`config.mk`:
```
export PLATFORM = sky130hd
export DESIGN_NAME = seven_segment_display_framer_unit
export DESIGN_NICKNAME = d
export VERILOG_FILES = /design/src/ssdf_pkg.sv /design/src/seven_segment_display_framer_unit.sv /design/src/ssdf_front.sv /design/src/ssdf_queue.sv /design/src/ssdf_back.sv
export SDC_FILE = /design/constraint.sdc
export NUM_CORES = 1
export LEC_CHECK = 0
export ABC_AREA = 1
export ABC_CLOCK_PERIOD_IN_PS = 8100
export BUFFER_PORTS_ARGS = -buffer_cell sky130_fd_sc_hd__buf_2
export CAP_MARGIN = 0
export CORE_AREA = 3 3 124 126
export CTS_BUF_LIST = sky130_fd_sc_hd__clkbuf_4 sky130_fd_sc_hd__clkbuf_8
export DETAILED_ROUTE_END_ITERATION = 8
export DIE_AREA = 0 0 127 129
export PLACE_DENSITY = 0.8
export SLEW_MARGIN = 10
export SYNTH_ARGS = -nofsm -noshare
export SYNTH_HDL_FRONTEND = slang
export SYNTH_SLANG_ARGS = --single-unit
export TNS_END_PERCENT = 5
```
`constraint.sdc`:
```
create_clock -name clock -period 8.1 [get_ports clock]
set_clock_uncertainty 0.1 [all_clocks]
set_input_delay 2.43 -clock clock [delete_from_list [all_inputs] [get_ports clock]]
set_output_delay 2.43 -clock clock [all_outputs]
set_load 0.05 [all_outputs]
```
`src/ssdf_pkg.sv`:
```
// shared types, constants and the segment table for the seven-segment framer
`default_nettype none

package ssdf_pkg;

   // display geometry
   localparam int DIGITS = 4;
   localparam int DIGIT_IDX_W = $clog2(DIGITS);
   localparam int STEP_W = 4;
   localparam int MAG_W = 14;

   // bus bytes
   localparam logic [7:0] MODE_AUTO = 8'h40;
   localparam logic [7:0] MODE_FIXED = 8'h44;
   localparam logic [7:0] ADDR_BASE = 8'hC0;
   localparam logic [7:0] CTRL_BASE = 8'h88;
   localparam logic [7:0] POINT_BIT = 8'h80;

   // symbol codes
   localparam logic [4:0] SYM_MINUS = 5'd16;
   localparam logic [4:0] SYM_BLANK = 5'd17;

   // number range
   localparam logic signed [14:0] VALUE_MAX = 15'sd9999;
   localparam logic signed [14:0] VALUE_MIN = -15'sd999;

   // command codes on the request beat
   localparam logic [1:0] CMD_NUMBER = 2'd0;
   localparam logic [1:0] CMD_SYMBOL = 2'd1;
   localparam logic [1:0] CMD_CLEAR = 2'd2;

   // job kinds held in the queue
   localparam logic [1:0] KIND_NUMBER = 2'd0;
   localparam logic [1:0] KIND_SYMBOL = 2'd1;
   localparam logic [1:0] KIND_CLEAR = 2'd2;

   // last sequencer step of each job kind
   localparam logic [STEP_W-1:0] NUM_LAST_STEP = 4'd6;
   localparam logic [STEP_W-1:0] SYM_LAST_STEP = 4'd3;
   localparam logic [STEP_W-1:0] CLR_LAST_STEP = STEP_W'(DIGITS * 4 - 1);

   // first digit step of a number frame
   localparam logic [STEP_W-1:0] NUM_DIGIT_STEP = 4'd2;

   // register indexes on the csr port
   localparam logic [1:0] REG_BRIGHTNESS = 2'd0;
   localparam logic [1:0] REG_POINT_ENABLE = 2'd1;
   localparam logic [1:0] REG_BLANK_LEADING = 2'd2;

   // point position meaning none
   localparam logic [DIGIT_IDX_W-1:0] DP_NONE = 2'd3;

   typedef struct packed {
      logic [2:0] brightness;
      logic       point_enable;
      logic       blank_leading;
   } cfg_type;

   typedef struct packed {
      logic [1:0]             kind;
      logic                   negative;
      logic [MAG_W-1:0]       magnitude;
      logic [DIGIT_IDX_W-1:0] position;
      logic [4:0]             symbol;
      logic [DIGIT_IDX_W-1:0] dp_position;
   } job_type;

   // segment pattern of a symbol, unknown codes are blank
   function automatic logic [7:0] seg_of(input logic [4:0] sym);
      logic [7:0] seg;
      case (sym)
         5'd0: seg = 8'h3f;
         5'd1: seg = 8'h06;
         5'd2: seg = 8'h5b;
         5'd3: seg = 8'h4f;
         5'd4: seg = 8'h66;
         5'd5: seg = 8'h6d;
         5'd6: seg = 8'h7d;
         5'd7: seg = 8'h07;
         5'd8: seg = 8'h7f;
         5'd9: seg = 8'h6f;
         5'd10: seg = 8'h77;
         5'd11: seg = 8'h7c;
         5'd12: seg = 8'h39;
         5'd13: seg = 8'h5e;
         5'd14: seg = 8'h79;
         5'd15: seg = 8'h71;
         5'd16: seg = 8'h40;
         default: seg = 8'h00;
      endcase
      return seg;
   endfunction

   // k times the decimal weight of a digit place (place 0 is thousands)
   function automatic logic [MAG_W-1:0] place_mult(input logic [DIGIT_IDX_W-1:0] place,
                                                   input int k);
      logic [MAG_W-1:0] m;
      case (place)
         2'd0: m = MAG_W'(k * 1000);
         2'd1: m = MAG_W'(k * 100);
         2'd2: m = MAG_W'(k * 10);
         default: m = MAG_W'(k);
      endcase
      return m;
   endfunction

endpackage

`default_nettype wire

```
`src/seven_segment_display_framer_unit.sv`:
```
// top level of the seven-segment display framer: csr registers and the front/queue/back chain
`default_nettype none

// Turns display commands into bus byte beats for a four-digit serial seven-segment
// controller, one beat per byte with start/stop markers in rsp_tuser and rsp_tlast on the
// final byte of each command. A number command gives 7 beats, a symbol command 4 and a
// clear command 16, at one beat per cycle from the back-end sequencer while rsp_tready does
// not stall the output; the next job is loaded from the two-entry queue only once the
// sequencer has built the final byte of the previous job and gone idle. Number commands
// outside -999..9999 and the unused command code are taken and give no beats. Request beats
// are accepted while the queue has room, also while the output beat waits. The csr registers
// are read while bytes are built, so write them only when the block is idle.
module seven_segment_display_framer_unit (
   input  wire logic        clock,
   input  wire logic        reset,
   input  wire logic        req_tvalid,
   output logic             req_tready,
   // command[1:0], value[16:2], position[18:17], symbol[23:19], dp_position[25:24]
   input  wire logic [31:0] req_tdata,
   output logic             rsp_tvalid,
   input  wire logic        rsp_tready,
   // bus_byte[7:0]
   output logic [7:0]       rsp_tdata,
   // start_before[0], stop_after[1]
   output logic [1:0]       rsp_tuser,
   output logic             rsp_tlast,
   input  wire logic        csr_we,
   input  wire logic [1:0]  csr_index,
   input  wire logic [2:0]  csr_wdata
);

   logic [2:0]        brightness_ff;
   logic              point_enable_ff;
   logic              blank_leading_ff;
   ssdf_pkg::cfg_type cfg;
   ssdf_pkg::job_type front_job;
   ssdf_pkg::job_type head_job;
   logic              push;
   logic              not_full;
   logic              not_empty;
   logic              pop;

   // configuration registers
   always_ff @(posedge clock) begin
      if (reset) begin
         brightness_ff <= 3'd0;
         point_enable_ff <= 1'b1;
         blank_leading_ff <= 1'b1;
      end else if (csr_we) begin
         case (csr_index)
            ssdf_pkg::REG_BRIGHTNESS: brightness_ff <= csr_wdata;
            ssdf_pkg::REG_POINT_ENABLE: point_enable_ff <= csr_wdata[0];
            ssdf_pkg::REG_BLANK_LEADING: blank_leading_ff <= csr_wdata[0];
            default: ;
         endcase
      end
   end

   assign cfg.brightness = brightness_ff;
   assign cfg.point_enable = point_enable_ff;
   assign cfg.blank_leading = blank_leading_ff;

   ssdf_front u_front (
      .req_tvalid  (req_tvalid),
      .req_tready  (req_tready),
      .req_tdata   (req_tdata),
      .queue_ready (not_full),
      .push        (push),
      .job         (front_job)
   );

   ssdf_queue u_queue (
      .clock     (clock),
      .reset     (reset),
      .push      (push),
      .push_job  (front_job),
      .not_full  (not_full),
      .pop       (pop),
      .not_empty (not_empty),
      .head_job  (head_job)
   );

   ssdf_back u_back (
      .clock      (clock),
      .reset      (reset),
      .cfg        (cfg),
      .job_valid  (not_empty),
      .job        (head_job),
      .job_pop    (pop),
      .rsp_tvalid (rsp_tvalid),
      .rsp_tready (rsp_tready),
      .rsp_tdata  (rsp_tdata),
      .rsp_tuser  (rsp_tuser),
      .rsp_tlast  (rsp_tlast)
   );

endmodule

`default_nettype wire

```
`src/ssdf_front.sv`:
```
// front end: takes request beats, checks range, folds sign and classifies the job
`default_nettype none

module ssdf_front (
   input  wire logic              req_tvalid,
   output logic                   req_tready,
   input  wire logic [31:0]       req_tdata,
   input  wire logic              queue_ready,
   output logic                   push,
   output ssdf_pkg::job_type      job
);

   logic [1:0]         command;
   logic signed [14:0] value;
   logic signed [14:0] neg_value;
   logic               in_range;
   logic               keep;

   // field split
   assign command = req_tdata[1:0];
   assign value = $signed(req_tdata[16:2]);
   assign neg_value = -value;
   assign in_range = (value <= ssdf_pkg::VALUE_MAX) && (value >= ssdf_pkg::VALUE_MIN);

   // dropped commands are still taken but never reach the queue
   always_comb begin
      keep = 1'b0;
      job.kind = ssdf_pkg::KIND_NUMBER;
      case (command)
         ssdf_pkg::CMD_NUMBER: begin
            keep = in_range;
            job.kind = ssdf_pkg::KIND_NUMBER;
         end
         ssdf_pkg::CMD_SYMBOL: begin
            keep = 1'b1;
            job.kind = ssdf_pkg::KIND_SYMBOL;
         end
         ssdf_pkg::CMD_CLEAR: begin
            keep = 1'b1;
            job.kind = ssdf_pkg::KIND_CLEAR;
         end
         default: begin
            keep = 1'b0;
            job.kind = ssdf_pkg::KIND_CLEAR;
         end
      endcase
      job.negative = value[14];
      job.magnitude = value[14] ? neg_value[ssdf_pkg::MAG_W-1:0]
                                : value[ssdf_pkg::MAG_W-1:0];
      job.position = req_tdata[18:17];
      job.symbol = req_tdata[23:19];
      job.dp_position = req_tdata[25:24];
   end

   assign req_tready = queue_ready;
   assign push = req_tvalid && queue_ready && keep;

endmodule

`default_nettype wire

```
`src/ssdf_queue.sv`:
```
// two-entry job queue between the front end and the byte sequencer
`default_nettype none

module ssdf_queue (
   input  wire logic              clock,
   input  wire logic              reset,
   input  wire logic              push,
   input  wire ssdf_pkg::job_type push_job,
   output logic                   not_full,
   input  wire logic              pop,
   output logic                   not_empty,
   output ssdf_pkg::job_type      head_job
);

   ssdf_pkg::job_type slot_ff [2];
   logic              wr_ptr_ff;
   logic              wr_ptr_in;
   logic              rd_ptr_ff;
   logic              rd_ptr_in;
   logic [1:0]        count_ff;
   logic [1:0]        count_in;
   logic              do_push;
   logic              do_pop;

   assign not_full = (count_ff != 2'd2);
   assign not_empty = (count_ff != 2'd0);
   assign do_push = push && not_full;
   assign do_pop = pop && not_empty;
   assign head_job = slot_ff[rd_ptr_ff];

   // pointer and fill bookkeeping
   always_comb begin
      wr_ptr_in = do_push ? ~wr_ptr_ff : wr_ptr_ff;
      rd_ptr_in = do_pop ? ~rd_ptr_ff : rd_ptr_ff;
      count_in = count_ff;
      if (do_push && !do_pop) begin
         count_in = count_ff + 2'd1;
      end else if (do_pop && !do_push) begin
         count_in = count_ff - 2'd1;
      end
   end

   always_ff @(posedge clock) begin
      if (reset) begin
         wr_ptr_ff <= 1'b0;
         rd_ptr_ff <= 1'b0;
         count_ff <= 2'd0;
      end else begin
         wr_ptr_ff <= wr_ptr_in;
         rd_ptr_ff <= rd_ptr_in;
         count_ff <= count_in;
      end
   end

   // storage
   always_ff @(posedge clock) begin
      if (do_push) begin
         slot_ff[wr_ptr_ff] <= push_job;
      end
   end

endmodule

`default_nettype wire

```
`src/ssdf_back.sv`:
```
// back end: steps through a job's bus bytes, one decimal digit per digit beat
`default_nettype none

module ssdf_back (
   input  wire logic              clock,
   input  wire logic              reset,
   input  wire ssdf_pkg::cfg_type cfg,
   input  wire logic              job_valid,
   input  wire ssdf_pkg::job_type job,
   output logic                   job_pop,
   output logic                   rsp_tvalid,
   input  wire logic              rsp_tready,
   output logic [7:0]             rsp_tdata,
   output logic [1:0]             rsp_tuser,
   output logic                   rsp_tlast
);

   localparam int MW = ssdf_pkg::MAG_W;
   localparam int IW = ssdf_pkg::DIGIT_IDX_W;

   logic                          busy_ff;
   logic                          busy_in;
   ssdf_pkg::job_type             job_ff;
   logic [ssdf_pkg::STEP_W-1:0]   step_ff;
   logic [MW-1:0]                 rem_ff;
   logic [MW-1:0]                 rem_in;
   logic                          lead_ff;
   logic                          lead_in;
   logic                          valid_ff;
   logic [7:0]                    byte_ff;
   logic [7:0]                    byte_in;
   logic                          start_ff;
   logic                          start_in;
   logic                          stop_ff;
   logic                          stop_in;
   logic                          last_ff;
   logic                          last_in;
   logic                          adv;

   logic [IW-1:0]                 idx;
   logic                          is_minus;
   logic [3:0]                    digit;
   logic [MW-1:0]                 sub;
   logic [4:0]                    num_sym;
   logic [7:0]                    num_seg;
   logic [7:0]                    point;
   logic [7:0]                    ctrl;

   assign job_pop = !busy_ff && job_valid;
   assign adv = busy_ff && (!valid_ff || rsp_tready);
   assign point = cfg.point_enable ? ssdf_pkg::POINT_BIT : 8'h00;
   assign ctrl = ssdf_pkg::CTRL_BASE | {5'd0, cfg.brightness};

   // digit unit: compare against the nine multiples of the place weight
   always_comb begin
      idx = IW'(step_ff - ssdf_pkg::NUM_DIGIT_STEP);
      is_minus = job_ff.negative && (idx == '0);
      digit = 4'd0;
      sub = '0;
      for (int k = 1; k <= 9; k++) begin
         if (rem_ff >= ssdf_pkg::place_mult(idx, k)) begin
            digit = 4'(k);
            sub = ssdf_pkg::place_mult(idx, k);
         end
      end
      if (is_minus) begin
         num_sym = ssdf_pkg::SYM_MINUS;
      end else if (lead_ff && (digit == 4'd0) && (idx != IW'(ssdf_pkg::DIGITS - 1))) begin
         num_sym = ssdf_pkg::SYM_BLANK;
      end else begin
         num_sym = {1'b0, digit};
      end
      num_seg = ssdf_pkg::seg_of(num_sym) | point;
      if ((job_ff.dp_position != ssdf_pkg::DP_NONE) && (job_ff.dp_position == idx)) begin
         num_seg = num_seg | ssdf_pkg::POINT_BIT;
      end
   end

   // byte selection per job kind and step
   always_comb begin
      byte_in = ctrl;
      start_in = 1'b1;
      stop_in = 1'b1;
      last_in = 1'b0;
      rem_in = rem_ff;
      lead_in = lead_ff;
      case (job_ff.kind)
         ssdf_pkg::KIND_NUMBER: begin
            case (step_ff)
               4'd0: begin
                  byte_in = ssdf_pkg::MODE_AUTO;
               end
               4'd1: begin
                  byte_in = ssdf_pkg::ADDR_BASE;
                  stop_in = 1'b0;
               end
               4'd2, 4'd3, 4'd4, 4'd5: begin
                  byte_in = num_seg;
                  start_in = 1'b0;
                  stop_in = (idx == IW'(ssdf_pkg::DIGITS - 1));
                  if (!is_minus) begin
                     rem_in = rem_ff - sub;
                     lead_in = lead_ff && (digit == 4'd0);
                  end
               end
               default: begin
                  byte_in = ctrl;
                  last_in = 1'b1;
               end
            endcase
         end
         ssdf_pkg::KIND_SYMBOL: begin
            case (step_ff[1:0])
               2'd0: byte_in = ssdf_pkg::MODE_FIXED;
               2'd1: begin
                  byte_in = ssdf_pkg::ADDR_BASE | {6'd0, job_ff.position};
                  stop_in = 1'b0;
               end
               2'd2: begin
                  byte_in = ssdf_pkg::seg_of(job_ff.symbol) | point;
                  start_in = 1'b0;
               end
               default: begin
                  byte_in = ctrl;
                  last_in = 1'b1;
               end
            endcase
         end
         default: begin
            // clear: one blank symbol frame per digit
            case (step_ff[1:0])
               2'd0: byte_in = ssdf_pkg::MODE_FIXED;
               2'd1: begin
                  byte_in = ssdf_pkg::ADDR_BASE | {6'd0, step_ff[3:2]};
                  stop_in = 1'b0;
               end
               2'd2: begin
                  byte_in = ssdf_pkg::seg_of(ssdf_pkg::SYM_BLANK) | point;
                  start_in = 1'b0;
               end
               default: begin
                  byte_in = ctrl;
                  last_in = (step_ff == ssdf_pkg::CLR_LAST_STEP);
               end
            endcase
         end
      endcase
      busy_in = busy_ff;
      if (job_pop) begin
         busy_in = 1'b1;
      end else if (adv && last_in) begin
         busy_in = 1'b0;
      end
   end

   // sequencer control
   always_ff @(posedge clock) begin
      if (reset) begin
         busy_ff <= 1'b0;
         valid_ff <= 1'b0;
      end else begin
         busy_ff <= busy_in;
         if (adv) begin
            valid_ff <= 1'b1;
         end else if (rsp_tready) begin
            valid_ff <= 1'b0;
         end
      end
   end

   // job, digit state and output beat
   always_ff @(posedge clock) begin
      if (job_pop) begin
         job_ff <= job;
         step_ff <= '0;
         rem_ff <= job.magnitude;
         lead_ff <= cfg.blank_leading;
      end else if (adv) begin
         step_ff <= step_ff + 4'd1;
         rem_ff <= rem_in;
         lead_ff <= lead_in;
      end
      if (adv) begin
         byte_ff <= byte_in;
         start_ff <= start_in;
         stop_ff <= stop_in;
         last_ff <= last_in;
      end
   end

   assign rsp_tvalid = valid_ff;
   assign rsp_tdata = byte_ff;
   assign rsp_tuser = {stop_ff, start_ff};
   assign rsp_tlast = last_ff;

   // every command ends with a stop condition
   a_last_has_stop: assert property (@(posedge clock) disable iff (reset)
      (valid_ff && last_ff) |-> stop_ff)
      else $error("last beat without stop");

   // a number frame never runs past its control byte
   a_num_step_bound: assert property (@(posedge clock) disable iff (reset)
      (busy_ff && (job_ff.kind == ssdf_pkg::KIND_NUMBER)) |-> (step_ff <= ssdf_pkg::NUM_LAST_STEP))
      else $error("number frame step overrun");

   // the remainder stays within four decimal digits
   a_rem_bound: assert property (@(posedge clock) disable iff (reset)
      (busy_ff && (job_ff.kind == ssdf_pkg::KIND_NUMBER)) |-> (rem_ff <= MW'(9999)))
      else $error("digit remainder out of range");

   // a new job is only loaded into an idle sequencer
   a_pop_idle: assert property (@(posedge clock) disable iff (reset)
      job_pop |=> (busy_ff && (step_ff == '0)))
      else $error("job load did not restart the sequencer");

endmodule

`default_nettype wire

```
==> summary.txt <==
Run status
  – Status: complete, no violations

STA
  – Worst setup margin: 1.035 ns
  – Fmax: 0.1415 GHz
  – RSZ-0062 raised after global routing: no
  – Fin Setup TNS: 0 ns
  – Slew headroom: 0.5061
  – Fin. max-slew vios: 0
  – Slew @ Worst Pin: 0.7363 ns
  – Tmin final: 7.065 ns
  – # setup viols final: 0
  – Final Hold Viols: 0
  – Tcrit/Tclk final: 0.8723

Routing
  – WL met3: 1456 um
  – # DRC: 0
  – Post-DR wirelength/cell: 15.65 um
  – Vias per cell: 5.753
  – Vias: 7720
  – M1 wire length: 9165 um
  – DRT antenna net count: 0
  – Max Used Layer: met4
  – Initial DRC count: 543
  – Routed wire length: 21010 um
  – Met2 wire len: 9807 um
  – Router iterations before antenna repair: 8

Clock network
  – Htree depth: 4
  – Post-CTS Setup Inserts: 0
  – CTS Buf Count: 17
  – Clk_lat worst skew: 0.43 ns
  – CTS tree: yes
  – Clk buf depth: 2
  – Sink Count: 113
  – CTS Root Cell: clkbuf_8
  – # hold bufs at CTS: 0
  – PostCTS Resize Cnt: 0
  – Clk slew on worst S/H paths: 0.08 ns

Placement
  – Number of I/O port buffers: 48
  – GP Congestion: 1.037
  – Dpl ws: 1.233 ns
  – Post-DP HPWL: 15710 um
  – Total placed cells including tap cells: 1310

Synth
  – Syn Nets: 1222
  – Synth warnings: 0
  – Number of synthesized flops with an enable pin: 90
  – Post-Syn Area: 0.008603 sq mm
  – Proportion of netlist area held by the largest area contributor: 0.3141
  – Top post-synthesis cells by area: edfxtp_1 31%, ha_1 13%, nand2_1 11%, inv_1 5.6%, dfxtp_1 5.4%
  – Seq/Total Area, Yosys: 0.3677
  – Mean area per synthesized cell: 7.871 sq um
  – Ys async rst share: 0
  – Post-synth top area cell: edfxtp_1
  – Synth Flop Type: edfxtp_1
  – Synth unique cells: 60
  – FF+latch count, synth: 113
  – Syn Inst Count: 1093

Layout
  – Layout filler cell count: 1265
  – Layout area overhead: 10.03%
  – Finished Layout Cells: 1342
  – Layout cells sized above 1: 0.1287
  – Antenna cell count: 0
  – Nets: 1274

Hold path
  – Hold path depth: 1
  – Hold Crit Class: flop to flop
  – Hold_sp: u_queue.rd_ptr_ff

Worst setup path
  – Worst Setup Start Kind: flop
  – Worst path most repeated cell: nand2_1
  – CP Data Arrival Time: 7.14 ns
  – Worst R2R Start: u_back.step_ff[0]
  – Crit. End Element: flop
  – Required @ worst endpoint: 8.17 ns
  – Worst path slowest cell: dfxtp_1
  – Worst-path fanout max: 15
  – Worst reg2reg setup slack: 1.03 ns
  – CP peak stage delay: 0.68 ns
  – Reg2reg end: u_back.rem_ff[10]
  – Worst Path Class, Setup: flop to flop
  – CP delay by family, top: simple AND/OR/NAND/NOR gates
  – Cell depth of the worst flop-to-flop path: 26
  – Number of buffers and inverters on the critical path: 2

Die
  – I/O pin total: 55
  – Height of the die: 129 um
  – Die width: 127 um
  – Total core area: 0.01442 sq mm
  – Die ar.: 0.01638 sq mm
  – Initial Util: 0.5965
  – FP Rows: 44

Global route
  – Total GRT Usage: 0.2567
  – Vias in the first global route: 7118
  – Largest net degree at the start of global routing: 47
  – Initial antenna violation count: 0
  – Global route overflow: 0
  – First-pass GRT wire length: 33880 um

Flow run
  – Max-Cap Viols: 0
==> how the worst max path moves through the flow <==
stage,start,to,slack (ns),cells after the start
6_report,u_back.step_ff[0],u_back.rem_ff[10],1.03,26
5_1_grt,u_back.step_ff[0],u_back.rem_ff[10],0.57,26
4_1_cts,u_back.step_ff[0],u_back.rem_ff[10],1.23,26
3_5_place_dp,u_back.step_ff[0],u_back.rem_ff[10],1.23,26
3_3_place_gp,u_back.step_ff[0],u_back.rem_ff[10],1.35,26
2_1_floorplan,req_tdata[7],u_queue.slot_ff[1][0],3.04,11
==> metrics by stage <==
stage / hold WS (ns) / utilization / cell area [sq um]
6_report: 0.3832 / 0.6563 / 9467
3_3_place_gp: 0.3332 / 0.6263 / 9034
5_1_grt: 0.4051 / 0.6563 / 9467
4_1_cts: 0.3713 / 0.6563 / 9467
2_1_floorplan: 0.3255 / - / 8603
3_5_place_dp: 0.3631 / 0.6263 / 9034
==> flip-flops by register name, indices dropped and copies added, names as in the netlist, 2 cells and up, named ones only <==
name              cells
u_queue.slot_ff      52
u_queue.count_ff      2
u_back.rsp_tdata      8
brightness_ff         3
u_back.job_ff        12
u_back.step_ff        4
u_back.rem_ff        14
==> cell usage in the layout, fill, tap and decap left out, types with 23 or more instances in the layout <==
cell      instances
nand2_1         257
nor2_1           97
buf_2            48
o21ai_0          74
nor3_1           26
nand3_1          39
dfxtp_1          23
edfxtp_1         90
inv_1           129
a21oi_1          79
ha_1             86
==> Yosys cell counts (all sizes together), types with 3 or more instances <==
| library cell | instances |
|---|---|
| nand2 | 271 |
| inv | 139 |
| nor2 | 108 |
| edfxtp | 90 |
| ha | 86 |
| a21oi | 85 |
| o21ai | 83 |
| nand3 | 45 |
| nor3 | 27 |
| dfxtp | 23 |
| nand4 | 22 |
| xor2 | 19 |
| clkbuf | 12 |
| o211ai | 11 |
| buf | 8 |
| or2 | 8 |
| a31oi | 6 |
| o22ai | 5 |
| xnor2 | 5 |
| clkinv | 4 |
| nor4 | 4 |
| o21bai | 4 |
| nand3b | 3 |
| o31ai | 3 |
| o32ai | 3 |
==> per-layer routing <==
metal  up-vias  global-route usage
met5         -                   0
met1      3525              0.3493
met2       315              0.4172
met4         0             0.09842
met3        61             0.03861
li1       3819                   -
==> worst reg2reg max path: cells and delay by family (launching register included) <==
family	cells	cell delay, ns
xor gates and xnor gates	1	0.15
DFF	1	0.68
adders and majority gates	4	1.79
and+or+nand+nor	11	1.94
AOI/OAI and AO/OA	8	1.56
buffers and inverters	2	0.57
==> cells by family (layout without fill, tap and decap cells) <==
| group | after synthesis | after routing | synth area share |
|---|---|---|---|
| fa+ha+maj | 87 | 87 | 0.1274 |
| flops | 113 | 113 | 0.3677 |
| compound gates | 215 | 215 | 0.1434 |
| buf+inv | 163 | 228 | 0.07359 |
| simple gates | 491 | 491 | 0.2635 |
| xor+xnor | 24 | 24 | 0.02443 |
==> layout make-up <==
class                           count  area, sq um  area share
Inverter                          143        538.0     0.05683
Tap cell                          184        230.2     0.02432
Timing Repair Buffer               53        277.8     0.02934
Sequential cell                   113         3163      0.3341
Clock inverter                     15        198.9     0.02102
Multi-Input combinational cell    817         4825      0.5096
Clock buffer                       17        234.0     0.02472
Power is left out: the tool's default activity adds up to more than one toggle a clock period on the data nets, which glitch-free logic cannot reach.
